File: src/rtl/core/sgmpca_pkg.sv
// sgmpca_pkg: shared widths, register indexes and divider command type
// for the SGM path cost aggregation block. No dependencies.
`timescale 1ns / 1ps

package sgmpca_pkg;

  localparam int COST_W  = 8;
  localparam int GRAY_W  = 8;
  localparam int SUM_W   = 16;
  localparam int DIDX_W  = 6;
  localparam int P1_W    = 8;
  localparam int P2_W    = 16;
  localparam int DCNT_W  = 7;

  localparam int CFG_AW  = 2;
  localparam int CFG_DW  = 16;

  localparam logic [CFG_AW-1:0] REG_SMALL_PENALTY = 2'd0;
  localparam logic [CFG_AW-1:0] REG_LARGE_PENALTY = 2'd1;
  localparam logic [CFG_AW-1:0] REG_DISP_COUNT    = 2'd2;

  // divider: 16-bit dividend, divisor is gray difference plus one (1..256)
  localparam int DIV_NW  = 16;
  localparam int DIV_DW  = 9;

  localparam logic [COST_W-1:0] COST_MAX = 8'hFF;

  typedef struct packed {
    logic              start;
    logic [DIV_NW-1:0] dividend;
    logic [DIV_DW-1:0] divisor;
  } div_cmd_t;

endpackage

File: src/rtl/core/sgmpca_div.sv
// sgmpca_div: restoring divider, one quotient bit per cycle.
// Uses sgmpca_pkg for widths and the command struct.
`timescale 1ns / 1ps

module sgmpca_div import sgmpca_pkg::*; (
  input  logic              clk,
  input  logic              rst,
  input  div_cmd_t          cmd,
  output logic [DIV_NW-1:0] quotient,
  output logic              done
);

  localparam int CNT_W = $clog2(DIV_NW);

  logic              busy;
  logic [CNT_W-1:0]  cnt;
  logic [DIV_DW-2:0] rem;
  logic [DIV_NW-1:0] quo;
  logic [DIV_DW-1:0] dvs;

  logic [DIV_DW-1:0] shifted;
  logic              ge;
  logic [DIV_DW-1:0] rem_next;

  // remainder stays below the divisor, so it fits one bit narrower
  assign shifted  = {rem, quo[DIV_NW-1]};
  assign ge       = (shifted >= dvs);
  assign rem_next = ge ? (shifted - dvs) : shifted;

  always_ff @(posedge clk) begin
    if (rst) begin
      busy <= 1'b0;
      done <= 1'b0;
      cnt  <= '0;
    end else begin
      done <= 1'b0;
      if (cmd.start) begin
        busy <= 1'b1;
        cnt  <= CNT_W'(DIV_NW - 1);
      end else if (busy) begin
        cnt <= cnt - 1'b1;
        if (cnt == '0) begin
          busy <= 1'b0;
          done <= 1'b1;
        end
      end
    end
  end

  always_ff @(posedge clk) begin
    if (cmd.start) begin
      rem <= '0;
      quo <= cmd.dividend;
      dvs <= cmd.divisor;
    end else if (busy) begin
      rem <= rem_next[DIV_DW-2:0];
      quo <= {quo[DIV_NW-2:0], ge};
    end
  end

  assign quotient = quo;

endmodule

File: src/rtl/core/sgm_path_cost_aggregation.sv
// Channel   | Dir | Fields (low bit up)                                    | Transfer when
// s_axis    | in  | tuser: first_of_path; tdata: disparity_index, gray,    | tvalid & tready
//           |     |   match_cost, sum_in, 2 pad bits                       |
// m_axis    | out | tdata: path_cost, sum_out                              | tvalid & tready
// cfg       | in  | cfg_addr selects register, cfg_wdata holds value       | cfg_we
//
// Flow: a first-of-path item goes straight to write-back; other items pass RD,
// RD2, RD3, the 16-step serial divider unless the gray difference matches the
// cached division, then CALC and WB. Path costs live in one RAM of two banks,
// MAX_DISP entries each; three reads of the previous row use two read ports.
// Reset: synchronous; a clearing pass over all MAX_DISP entries fills bank 0
// with 255 while s_axis_tready is low. Configuration writes are taken as ever.
// Stalls: the output register holds one result; write-back waits for it.
// Depends on sgmpca_pkg and sgmpca_div.
`timescale 1ns / 1ps

module sgm_path_cost_aggregation import sgmpca_pkg::*; #(
  parameter int MAX_DISP = 64
) (
  input  logic              clk,
  input  logic              rst,
  input  logic              cfg_we,
  input  logic [CFG_AW-1:0] cfg_addr,
  input  logic [CFG_DW-1:0] cfg_wdata,
  input  logic              s_axis_tvalid,
  output logic              s_axis_tready,
  // tdata: [5:0] disparity_index, [13:6] gray_value, [21:14] match_cost,
  //        [37:22] sum_in, [39:38] zero
  input  logic [39:0]       s_axis_tdata,
  // tuser: [0] first_of_path
  input  logic              s_axis_tuser,
  output logic              m_axis_tvalid,
  input  logic              m_axis_tready,
  // tdata: [7:0] path_cost, [23:8] sum_out
  output logic [23:0]       m_axis_tdata
);

  localparam int DW  = (MAX_DISP > 1) ? $clog2(MAX_DISP) : 1;
  localparam int AW  = $clog2(2 * MAX_DISP);
  localparam int XW  = ($clog2(MAX_DISP + 2) > 7) ? $clog2(MAX_DISP + 2) : 7;
  localparam logic [XW-1:0] MAX_X = XW'(MAX_DISP);

  localparam logic [2:0] S_CLEAR = 3'd0;
  localparam logic [2:0] S_IDLE  = 3'd1;
  localparam logic [2:0] S_RD    = 3'd2;
  localparam logic [2:0] S_RD2   = 3'd3;
  localparam logic [2:0] S_RD3   = 3'd4;
  localparam logic [2:0] S_DIV   = 3'd5;
  localparam logic [2:0] S_CALC  = 3'd6;
  localparam logic [2:0] S_WB    = 3'd7;

  logic [2:0] state;

  // configuration
  logic [P1_W-1:0]   p1;
  logic [P2_W-1:0]   p2;
  logic [DCNT_W-1:0] dcount;
  logic [XW-1:0]     dc_x;
  logic [XW-1:0]     cnt_eff;

  // item being worked on
  logic              it_first;
  logic [DIDX_W-1:0] it_d;
  logic [GRAY_W-1:0] it_gray;
  logic [COST_W-1:0] it_cost;
  logic [SUM_W-1:0]  it_sum;

  logic [COST_W-1:0] prev_min;
  logic [COST_W-1:0] run_min;
  logic [GRAY_W-1:0] prev_gray;
  logic [GRAY_W-1:0] cur_gray;
  logic [GRAY_W-1:0] gdiff;

  // per entry: bank holding the current row, and written since last pixel
  logic [MAX_DISP-1:0] cur_sel;
  logic [MAX_DISP-1:0] wr_flag;

  logic [COST_W-1:0] mem [2*MAX_DISP];
  logic [AW-1:0]     rd_addr_a;
  logic [AW-1:0]     rd_addr_b;
  logic [COST_W-1:0] rd_a;
  logic [COST_W-1:0] rd_b;
  logic              mem_we;
  logic [AW-1:0]     mem_waddr;
  logic [COST_W-1:0] mem_wdata;
  logic [DW-1:0]     clr_idx;

  logic [COST_W-1:0] lp_m1;
  logic [COST_W-1:0] lp_0;
  logic [COST_W-1:0] lp_p1;
  logic [COST_W-1:0] res;

  logic              div_ok;
  logic [GRAY_W-1:0] div_gd;
  logic [DIV_NW-1:0] div_q;
  logic [DIV_NW-1:0] div_quo;
  logic              div_done;
  div_cmd_t          div_cmd;

  logic              out_valid;
  logic [COST_W-1:0] out_pc;
  logic [SUM_W-1:0]  out_sum;

  logic              in_xfer;
  logic              out_free;

  logic [XW-1:0] d_x, km1, kp1;
  logic          v_m1, v_0, v_p1, d_in_mem;
  logic [DW-1:0] i_m1, i_0, i_p1, i_wb;
  logic          wbank;

  function automatic logic [AW-1:0] bank_addr(input logic bank, input logic [DW-1:0] idx);
    logic [AW-1:0] a;
    a = AW'(idx);
    if (bank) a = a + AW'(MAX_DISP);
    return a;
  endfunction

  assign dc_x    = XW'(dcount);
  assign cnt_eff = (dc_x == '0) ? XW'(1) : ((dc_x > MAX_X) ? MAX_X : dc_x);

  assign d_x      = XW'(it_d);
  assign km1      = d_x - XW'(1);
  assign kp1      = d_x + XW'(1);
  assign v_m1     = (it_d != '0) && (km1 < cnt_eff);
  assign v_0      = d_x < cnt_eff;
  assign v_p1     = kp1 < cnt_eff;
  assign d_in_mem = d_x < MAX_X;

  // neighbours outside the range read index 0, which keeps reads in bounds; their values are not used
  assign i_m1 = v_m1 ? km1[DW-1:0] : '0;
  assign i_0  = v_0 ? d_x[DW-1:0] : '0;
  assign i_p1 = v_p1 ? kp1[DW-1:0] : '0;
  assign i_wb = d_in_mem ? d_x[DW-1:0] : '0;

  // an untouched entry shares its bank with the previous row: write the other one
  assign wbank = wr_flag[i_wb] ? cur_sel[i_wb] : ~cur_sel[i_wb];

  assign rd_addr_a = (state == S_RD2) ? bank_addr(wr_flag[i_p1] ^ cur_sel[i_p1], i_p1)
                                      : bank_addr(wr_flag[i_m1] ^ cur_sel[i_m1], i_m1);
  assign rd_addr_b = bank_addr(wr_flag[i_0] ^ cur_sel[i_0], i_0);

  assign in_xfer  = s_axis_tvalid && s_axis_tready;
  assign out_free = !out_valid || m_axis_tready;
  assign s_axis_tready = (state == S_IDLE);

  // writes happen only in clear and write-back, never beside a read in flight
  always_comb begin
    mem_we    = 1'b0;
    mem_waddr = bank_addr(wbank, i_wb);
    mem_wdata = res;
    if (state == S_CLEAR) begin
      mem_we    = 1'b1;
      mem_waddr = bank_addr(1'b0, clr_idx);
      mem_wdata = COST_MAX;
    end else if (state == S_WB && out_free && d_in_mem) begin
      mem_we = 1'b1;
    end
  end

  always_ff @(posedge clk) begin
    if (mem_we) mem[mem_waddr] <= mem_wdata;
    rd_a <= mem[rd_addr_a];
    rd_b <= mem[rd_addr_b];
  end

  always_comb begin
    div_cmd.start    = (state == S_RD3) && !(div_ok && (div_gd == gdiff));
    div_cmd.dividend = p2;
    div_cmd.divisor  = DIV_DW'(gdiff) + DIV_DW'(1);
  end

  sgmpca_div u_div (
    .clk      (clk),
    .rst      (rst),
    .cmd      (div_cmd),
    .quotient (div_quo),
    .done     (div_done)
  );

  always_ff @(posedge clk) begin
    if (rst) begin
      p1     <= P1_W'(10);
      p2     <= P2_W'(150);
      dcount <= DCNT_W'(64);
    end else if (cfg_we) begin
      unique case (cfg_addr)
        REG_SMALL_PENALTY: p1     <= cfg_wdata[P1_W-1:0];
        REG_LARGE_PENALTY: p2     <= cfg_wdata[P2_W-1:0];
        REG_DISP_COUNT:    dcount <= cfg_wdata[DCNT_W-1:0];
        default: ;
      endcase
    end
  end

  logic [8:0]        l1, l2, l3;
  logic [DIV_NW-1:0] jump;
  logic [16:0]       l4, best;

  always_comb begin
    l1   = v_0 ? {1'b0, lp_0} : {1'b0, COST_MAX};
    l2   = (v_m1 ? {1'b0, lp_m1} : {1'b0, COST_MAX}) + 9'(p1);
    l3   = (v_p1 ? {1'b0, lp_p1} : {1'b0, COST_MAX}) + 9'(p1);
    jump = (div_q < DIV_NW'(p1)) ? DIV_NW'(p1) : div_q;
    l4   = 17'(prev_min) + 17'(jump);
    best = 17'(l1);
    if (17'(l2) < best) best = 17'(l2);
    if (17'(l3) < best) best = 17'(l3);
    if (l4 < best) best = l4;
  end

  always_ff @(posedge clk) begin
    if (rst) begin
      state     <= S_CLEAR;
      clr_idx   <= '0;
      cur_sel   <= '0;
      wr_flag   <= '0;
      prev_min  <= COST_MAX;
      run_min   <= COST_MAX;
      prev_gray <= '0;
      cur_gray  <= '0;
      div_ok    <= 1'b0;
      out_valid <= 1'b0;
    end else begin
      if (cfg_we) div_ok <= 1'b0;
      if (out_valid && m_axis_tready) out_valid <= 1'b0;
      unique case (state)
        S_CLEAR: begin
          clr_idx <= clr_idx + 1'b1;
          if (clr_idx == DW'(MAX_DISP - 1)) state <= S_IDLE;
        end
        S_IDLE: begin
          if (in_xfer) begin
            // a new pixel: current row becomes previous row
            if (s_axis_tdata[5:0] == '0) begin
              wr_flag   <= '0;
              prev_min  <= run_min;
              prev_gray <= cur_gray;
              run_min   <= COST_MAX;
            end
            state <= s_axis_tuser ? S_WB : S_RD;
          end
        end
        S_RD:  state <= S_RD2;
        S_RD2: state <= S_RD3;
        S_RD3: state <= div_cmd.start ? S_DIV : S_CALC;
        S_DIV: begin
          if (div_done) begin
            div_ok <= !cfg_we;
            state  <= S_CALC;
          end
        end
        S_CALC: state <= S_WB;
        S_WB: begin
          if (out_free) begin
            out_valid <= 1'b1;
            if (d_in_mem) begin
              cur_sel[i_wb] <= wbank;
              wr_flag[i_wb] <= 1'b1;
            end
            if (res < run_min) run_min <= res;
            cur_gray <= it_gray;
            state    <= S_IDLE;
          end
        end
        default: state <= S_IDLE;
      endcase
    end
  end

  // payload registers
  always_ff @(posedge clk) begin
    if (in_xfer) begin
      it_first <= s_axis_tuser;
      it_d     <= s_axis_tdata[5:0];
      it_gray  <= s_axis_tdata[13:6];
      it_cost  <= s_axis_tdata[21:14];
      it_sum   <= s_axis_tdata[37:22];
      res      <= s_axis_tdata[21:14];
    end
    if (state == S_RD) gdiff <= (it_gray > prev_gray) ? (it_gray - prev_gray)
                                                      : (prev_gray - it_gray);
    if (state == S_RD2) begin
      lp_m1 <= rd_a;
      lp_0  <= rd_b;
    end
    if (state == S_RD3) lp_p1 <= rd_a;
    if (state == S_DIV && div_done) begin
      div_q  <= div_quo;
      div_gd <= gdiff;
    end
    if (state == S_CALC) res <= it_cost + best[COST_W-1:0] - prev_min;
    if (state == S_WB && out_free) begin
      out_pc  <= res;
      out_sum <= it_sum + SUM_W'(res);
    end
  end

  assign m_axis_tvalid = out_valid;
  assign m_axis_tdata  = {out_sum, out_pc};

`ifndef ASSERT_OFF
  a_out_from_wb: assert property (@(posedge clk) disable iff (rst)
    $rose(m_axis_tvalid) |-> $past(state) == S_WB)
    else $error("result shown without a write-back");

  a_div_done_wait: assert property (@(posedge clk) disable iff (rst)
    div_done |-> state == S_DIV)
    else $error("divider finished outside its wait state");

  a_accept_path: assert property (@(posedge clk) disable iff (rst)
    in_xfer |=> (state == S_RD && !it_first) || (state == S_WB && it_first))
    else $error("accepted item took the wrong path");

  a_write_slot: assert property (@(posedge clk) disable iff (rst)
    mem_we |-> state == S_CLEAR || (state == S_WB && out_free))
    else $error("cost RAM written outside clear or write-back");
`endif

endmodule
File: config.mk
export PLATFORM = sky130hd
export DESIGN_NAME = sgm_path_cost_aggregation
export DESIGN_NICKNAME = d
export VERILOG_FILES = /design/src/rtl/core/sgmpca_pkg.sv /design/src/rtl/core/sgmpca_div.sv /design/src/rtl/core/sgm_path_cost_aggregation.sv
export SDC_FILE = /design/constraint.sdc
export NUM_CORES = 2
export LEC_CHECK = 0
export ABC_AREA = 0
export BUFFER_PORTS_ARGS = -buffer_cell sky130_fd_sc_hd__buf_2
export CORE_MARGIN = 4
export CORE_UTILIZATION = 42
export CTS_BUF_LIST = sky130_fd_sc_hd__clkbuf_8
export DETAILED_ROUTE_END_ITERATION = 16
export PLACE_DENSITY = 0.61
export SYNTH_ARGS = -nofsm -noshare
export SYNTH_HDL_FRONTEND = slang
export SYNTH_SLANG_ARGS = --single-unit
File: constraint.sdc
create_clock -name clk -period 17.7 [get_ports clk]
set_clock_uncertainty 0.1 [all_clocks]
set_input_delay 3.54 -clock clk [delete_from_list [all_inputs] [get_ports clk]]
set_output_delay 3.54 -clock clk [all_outputs]
set_load 0.02 [all_outputs]
==> Yosys cells after proc, flatten, opt, wreduce, memory -nomap -nowiden <==
Memory sizes are Yosys's and may differ from the RTL's. A register that Yosys moved wholly into a read port is not among the register bits.
Index checks and enable logic that the tools add are counted.
{ "totals": {"output_inout_bits": 26, "mem_count": 1, "reg_bits": 367, "wordCells": 203, "ramBits": 1024, "inputBits": 64} }
{ "memory_table": {"columns": ["name", "depth", "word_bits", "read_ports", "rd_clocked_by_memory_dff", "wr", "line_no", "rtl"], "rows": [
  ["mem", 128, 8, 2, 2, 1, "sgm_path_cost_aggregation.sv:78", "logic [COST_W-1:0] mem [2*MAX_DISP];"]
]} }
{ "classes": {"add_sub_neg": 18, "mux": 79, "n_lt_le_gt_ge": 17, "n_eq_ne": 18, "reduce_logical": 32, "bitwise_logic": 6} }
{ "ops": {"columns": ["operator", "count"], "rows": [
  ["$mux 64", 4],
  ["$pmux 64 s2", 1],
  ["$mux 8", 13],
  ["$bwmux 64", 1],
  ["$or 64x64->64", 1],
  ["$mux 7", 8],
  ["$bmux 1 s6", 8],
  ["$mux 16", 3],
  ["$lt 6x7->1 const B", 5],
  ["$sub 8x8->8", 4],
  ["$add 6x7->7 const B", 4],
  ["$mux 1", 24],
  ["$mux 6", 4],
  ["$pmux 3 s8", 1],
  ["$add 8x8->9", 2],
  ["$mux 9", 2],
  ["$add 8x16->17", 1],
  ["$lt 17x17->1", 1],
  ["$lt 9x17->1", 1],
  ["$add 16x8->16", 1],
  ["$lt 16x8->1", 1],
  ["$pmux 8 s2", 1],
  ["$mux 3", 5],
  ["$lt 7x7->1", 2],
  ["other kinds (42)", 72]
]} }

==> Logic depth before layout (Yosys ltp) <==
{ "depth": {"word_depth": 16, "depth_mapped": 71, "mapped_depth_nobuf": 60} }

==> Cells and area by module <==
From an unflattened synthesis, not the netlist that was laid out.
{ "hier_totals": {"cells_unflattened": 6010, "hier_area_um2": 72593.4} }
{ "by_module_without_submodules": {"columns": ["mod", "area_per_inst_um2", "seq_area_each_um2", "n_inst", "cells_per_inst"], "rows": [
  ["sgm_path_cost_aggregation", 70538.9, 38897.3, 1, 5822],
  ["sgmpca_div", 2054.5, 1031.0, 1, 188]
]} }

==> Worst setup path after synthesis <==
Ideal clock, no wire load.
{ "synth_timing": {"path_kind": "register -> register", "start": "register it_d[0]", "end": "register res[7] (data pin)", "t_arrival_ns": 13.303, "synth_period_minus_slack_ns": 13.563, "path_stages_with_launch": 69, "path_buffers": 12, "setup_ns": 0.160, "required_ns": 17.440, "path_slack_ns": 4.137, "path_cell_list": "edfxtp_1 > buf_4 > inv_1 > buf_4 > buf_4 > buf_6 > buf_2 > buf_2 > clkbuf_1 > ha_1 > xnor2_1 > inv_1 > clkbuf_1 > buf_1 > ha_1 > a21oi_1 > nor2_1 > or4_1 > (+33 left out) > nor4_1 > and4_1 > nand2_1 > clkbuf_1 > nand2_1 > o21ai_0 > fa_1 > inv_1 > ha_1 > a21o_1 > a21o_1 > a21o_1 > a21oi_1 > o21bai_1 > a21oi_1 > xor2_1 > or3_1 > a41oi_1"} }
{ "synth_via": {"elab_chain_len": 14, "word_cells_on_any_way": 21, "cone_classes": "add/sub (6); order compare (6); mux (7); reduce/logical (2)"} }
{ "synth_lines": {"columns": ["element", "line_no", "rtl"], "rows": [
  ["start, declared", "sgm_path_cost_aggregation.sv:63", "logic [DIDX_W-1:0] it_d;"],
  ["start signal, assigned", "sgm_path_cost_aggregation.sv:275", "it_d <= s_axis_tdata[5:0];"],
  ["$sub 6x1->7", "sgm_path_cost_aggregation.sv:123", "assign km1 = d_x - XW'(1);"],
  ["$lt 7x7->1", "sgm_path_cost_aggregation.sv:125", "assign v_m1 = (it_d != '0) && (km1 < cnt_eff);"],
  ["$logic_and 1x1->1", "sgm_path_cost_aggregation.sv:125", null],
  ["$mux 8", "sgm_path_cost_aggregation.sv:202", "l2 = (v_m1 ? {1'b0, lp_m1} : {1'b0, COST_MAX}) + 9'(p1);"],
  ["$add 8x8->9", "sgm_path_cost_aggregation.sv:202", null],
  ["$lt 9x8->1", "sgm_path_cost_aggregation.sv:207", "if (17'(l2) < best) best = 17'(l2);"],
  ["$mux 9", "sgm_path_cost_aggregation.sv:207", null],
  ["$lt 9x17->1", "sgm_path_cost_aggregation.sv:208", "if (17'(l3) < best) best = 17'(l3);"],
  ["$mux 9 (*)", "sgm_path_cost_aggregation.sv:208", null],
  ["$lt 17x17->1", "sgm_path_cost_aggregation.sv:209", "if (l4 < best) best = l4;"],
  ["$mux 8 (*)", "sgm_path_cost_aggregation.sv:209", null],
  ["$add 8x8->8 (*)", "sgm_path_cost_aggregation.sv:292", "if (state == S_CALC) res <= it_cost + best[COST_W-1:0] - prev_min;"],
  ["$sub 8x8->8 (*)", "sgm_path_cost_aggregation.sv:292", null],
  ["$mux 8 (*)", "sgm_path_cost_aggregation.sv:292", null],
  ["end signal, assigned", "sgm_path_cost_aggregation.sv:279", "res <= s_axis_tdata[21:14];"],
  ["end signal, assigned", "sgm_path_cost_aggregation.sv:292", null],
  ["end, declared", "sgm_path_cost_aggregation.sv:91", "logic [COST_W-1:0] res;"]
]} }
Every way passes the cells marked *; elsewhere a longest branch is shown, timed or not.
A chain may end at the register's enable or synchronous reset.

==> Worst setup path after layout <==
{ "layout_timing": {"start": "register it_d[1]", "end": "register res[7] (data pin)"} }
Same word-level chain as after synthesis.

==> results.md <==
| Metric | Reported | Unit |
|:---|:---|:---|
| Placed Instance Area | 0.0751 | mm^2 |
| Final Hold Fails | 0 | - |
| Total Die Area | 0.179 | mm^2 |
| Clock tree from TritonCTS | done | - |
| DPL Wire Length | 157000 | um |
| Top cell type by total area after synthesis | edfxtp_1 | - |
| Post-Route Hold Slack | 0.305 | ns |
| Post-CTS Setup Bufs | 0 | - |
| Unrepaired setup endpoints after global routing | no | - |
| Critical Path Most Common Cell | a21o_1 | - |
| Master cell of the clock root buffer | clkbuf_8 | - |
| # hold bufs at CTS | 0 | - |
| Critical Path RT | 18.38 | ns |
| Global routing usage on met1 | 37.1 | % |
| Critical setup path kind | reg2reg | - |
| Buf/Inv on CP | 5 | - |
| IR Drop Worst-Case VDD | 0.0810 | mV |
| Wire length of the first global-routing pass | 367000 | um |
| Final standard cell area without fillers | 0.0795 | mm^2 |
| Die width | 423 | um |
| Top post-synthesis cells by area | edfxtp_1 49%, mux4_2 8.6%, dfxtp_1 6.4%, mux2i_1 4.7%, nand2_1 2.7% | - |
| Number of register bits inferred by synthesis | 1407 | - |
| Depth of the CTS H-tree | 4 | - |
| Pins Over Slew Limit | 0 | - |
| Int Pwr | 5.40 | mW |
| Core area | 0.172 | mm^2 |
| Starting utilization of the core area | 42.2 | % |
| Met3 track demand over resource | 7.57 | % |
| Resized Gates After CTS | 0 | - |
| Kind of cell adding the most delay to the critical path | compound AO/OA/AOI/OAI gates | - |
| Antenna-violating nets left | 0 | - |
| Overall global routing resource usage | 27.8 | % |
| FFs w/ async S/R, synth | 0 | % |
| Iteration count of the initial detailed-routing pass | 10 | - |
| Vias in the first global route | 52.7k | - |
| Result of the run | finished clean | - |
| Setup Viol. Count Final | 0 | - |
| Average wire length per cell after detail routing | 30.7 | um |
| Global routing's busiest layer | met2 | - |
| GPL Wtd Cong | 0.957 | - |
| P per Cell Area | 95.2 | mW/mm^2 |
| Static leakage power | 26.6 | nW |
| Period minus WS final | 15.09 | ns |
| DRT Wirelength | 256000 | um |
| Sum Neg Setup Slack | 0 | ns |
| Port-buffer cells | 87 | - |
| Vertical die dimension | 423 | um |
| I/O pins | 90 | - |
| Power share of the sequential group | 49.2 | % |
| Predominant post-synthesis flop cell | edfxtp_1 | - |
| DRC errors left | 0 | - |
| Min-Delay Path Class | reg2reg | - |
| Area grow syn2layout | 9.66 | % |
| Number of clock sinks seen by CTS | 1407 | - |
| Power spent charging and discharging nets | 2.17 | mW |
| Syn avg cell area | 12.4 | um^2 |
| Largest stage delay on the critical path | 0.75 | ns |
| Clock latency reported for the late side of the worst-skew pair | 1.01 | ns |
| F_max | 0.0663 | GHz |
| Relative contribution of the clock network to total power | 36.8 | % |
| Minimum setup slack after placement | 2.84 | ns |
| Clock-pin slew reported for the worst setup and hold paths after clock tree synthesis | 0.06 | ns |
| Endpoint kind of the worst setup timing path | register | - |
| Utilization after layout | 46.3 | % |
| Via count | 54.9k | - |
| Net Sw Frac | 28.6 | % |
| Number of enable flip-flop cells after synthesis | 1175 | - |
| Violation count after the first detailed-routing iteration | 7421 | - |
| CP Launch Type | register | - |
| Transition time at the pin with the least slew margin | 1.40 | ns |
| Number of nets in the finished design | 6053 | - |
| Fraction of final layout cells sized beyond drive strength 1 | 15.7 | % |
| Final Total Pwr | 7.57 | mW |
| Fin cells | 8356 | - |
| Placed cell count | 7933 | - |
| Worst rel slew slack | 6.04 | % |
| Maximum root-to-sink buffer count | 3 | - |
| GR Overflow Total | 0 | - |
| Proportion of power drawn by combinational gates | 14.0 | % |
| Number of CTS-inserted buffers | 225 | - |
| Cell count after synthesis | 5849 | - |
| Site row count | 152 | - |
| Arrival time at the worst endpoint | 15.77 | ns |
| Count of maximum capacitance violations | 0 | - |
| Leading cell type in the layout, fill and taps excluded | edfxtp_1 | - |
| Number of antenna violations at the first check in global routing | 6 | - |
| Critical path fanouts, max | 43 | - |
| Slowest cell on the critical path | or4_1 | - |
| Maximum number of pins on one net before global-route repair | 148 | - |
| Combined area of all synthesized cells | 0.0725 | mm^2 |
| Count of yosys warnings during synthesis | 0 | - |
| Number of vias per cell after detailed routing | 6.57 | - |
| Routing usage on met2 | 41.9 | % |
| Worst Slack Setup Final | 2.61 | ns |
| Net count of the mapped netlist | 6052 | - |
| Fraction of post-synthesis cell area in the top cell type by area | 48.7 | % |
| Number of distinct standard cells referenced by the synthesized netlist | 101 | - |
| Part of the cycle the worst path needs | 85.2 | % |
| Portion of the post-synthesis area used by sequential elements | 55.1 | % |
| Commonest non-fill, non-tap cells in the layout | 1175 x edfxtp_1, 510 x nand2_1, 399 x nor2_1, 354 x a21oi_1, 338 x mux2i_1 | - |
-- sequential cells by signal, summed over array words and instances, names as in the netlist, 9 cells and up --
signal,flops
mem,1024
wr_flag,64
div_q,16
out_sum,16
u_div.quotient,16
u_div.dvs,9
cur_sel,64
it_sum,16
p2,16
-- worst paths after layout --
kind	from	end	slack, ns	cells after the start
setup / recovery	it_d[1]$_DFFE_PP_	res[7]$_DFFE_PP_	2.61	57
hold / removal	rd_b[0]$_DFF_P_	lp_0[0]$_DFFE_PP_	0.31	0
setup reg to reg	it_d[1]$_DFFE_PP_	res[7]$_DFFE_PP_	2.61	57
hold reg to reg	rd_b[0]$_DFF_P_	lp_0[0]$_DFFE_PP_	0.31	0
-- layer usage --
metal / wire length, um / vias to the layer above
met5: 9 / -
met4: 14100 / 2
met3: 31800 / 775
met2: 113000 / 3799
met1: 97300 / 27100
li1: - / 23200
-- cell usage after synthesis (120+ instances only) --
cell and count:
edfxtp_1 1175, nand2_1 516, nor2_1 404, a21oi_1 356, mux2i_1 338, mux4_2 277, clkbuf_1 257, nand3_1 251
dfxtp_1 232, a221oi_1 174, o22ai_1 173, o21ai_0 145, a211oi_1 136, ha_1 125, buf_2 120, inv_1 120
-- final cells by class --
type	instances	area [um^2]
inverters	126	474
fillers	15500	92100
multi-input cells	3869	30200
clock buffers	233	3210
diodes	4	10.0
clock inverters	186	1180
flip-flops and latches	1407	39900
well taps	2310	2890
repair buffers	221	1570
-- cell families (layout without fill, tap and decap cells) --
| family | count (synthesis) | in the layout | share of synthesized area (%) |
|---|---|---|---|
| and+or+nand+nor | 1501 | 1501 | 9.41 |
| other | 1 | 5 | 0.00518 |
| adders and majority gates | 139 | 139 | 2.55 |
| buffers and inverters | 573 | 766 | 3.66 |
| AOI/OAI and AO/OA | 1457 | 1457 | 13.8 |
| DFF | 1407 | 1407 | 55.1 |
| muxes | 685 | 685 | 14.4 |
| xor gates and xnor gates | 86 | 86 | 1.09 |
-- power groups by stage --
stage	clock, mW	combinational [mW]	sequential [mW]
finish	2.79	1.06	3.72
global placement	0	1.01	3.79
CTS	2.82	1.02	3.72
detailed placement	0	1.02	3.79
global route	2.99	1.11	3.73
floorplan	0	0.640	3.79
Note: power is estimated with default switching activity, not from simulation.
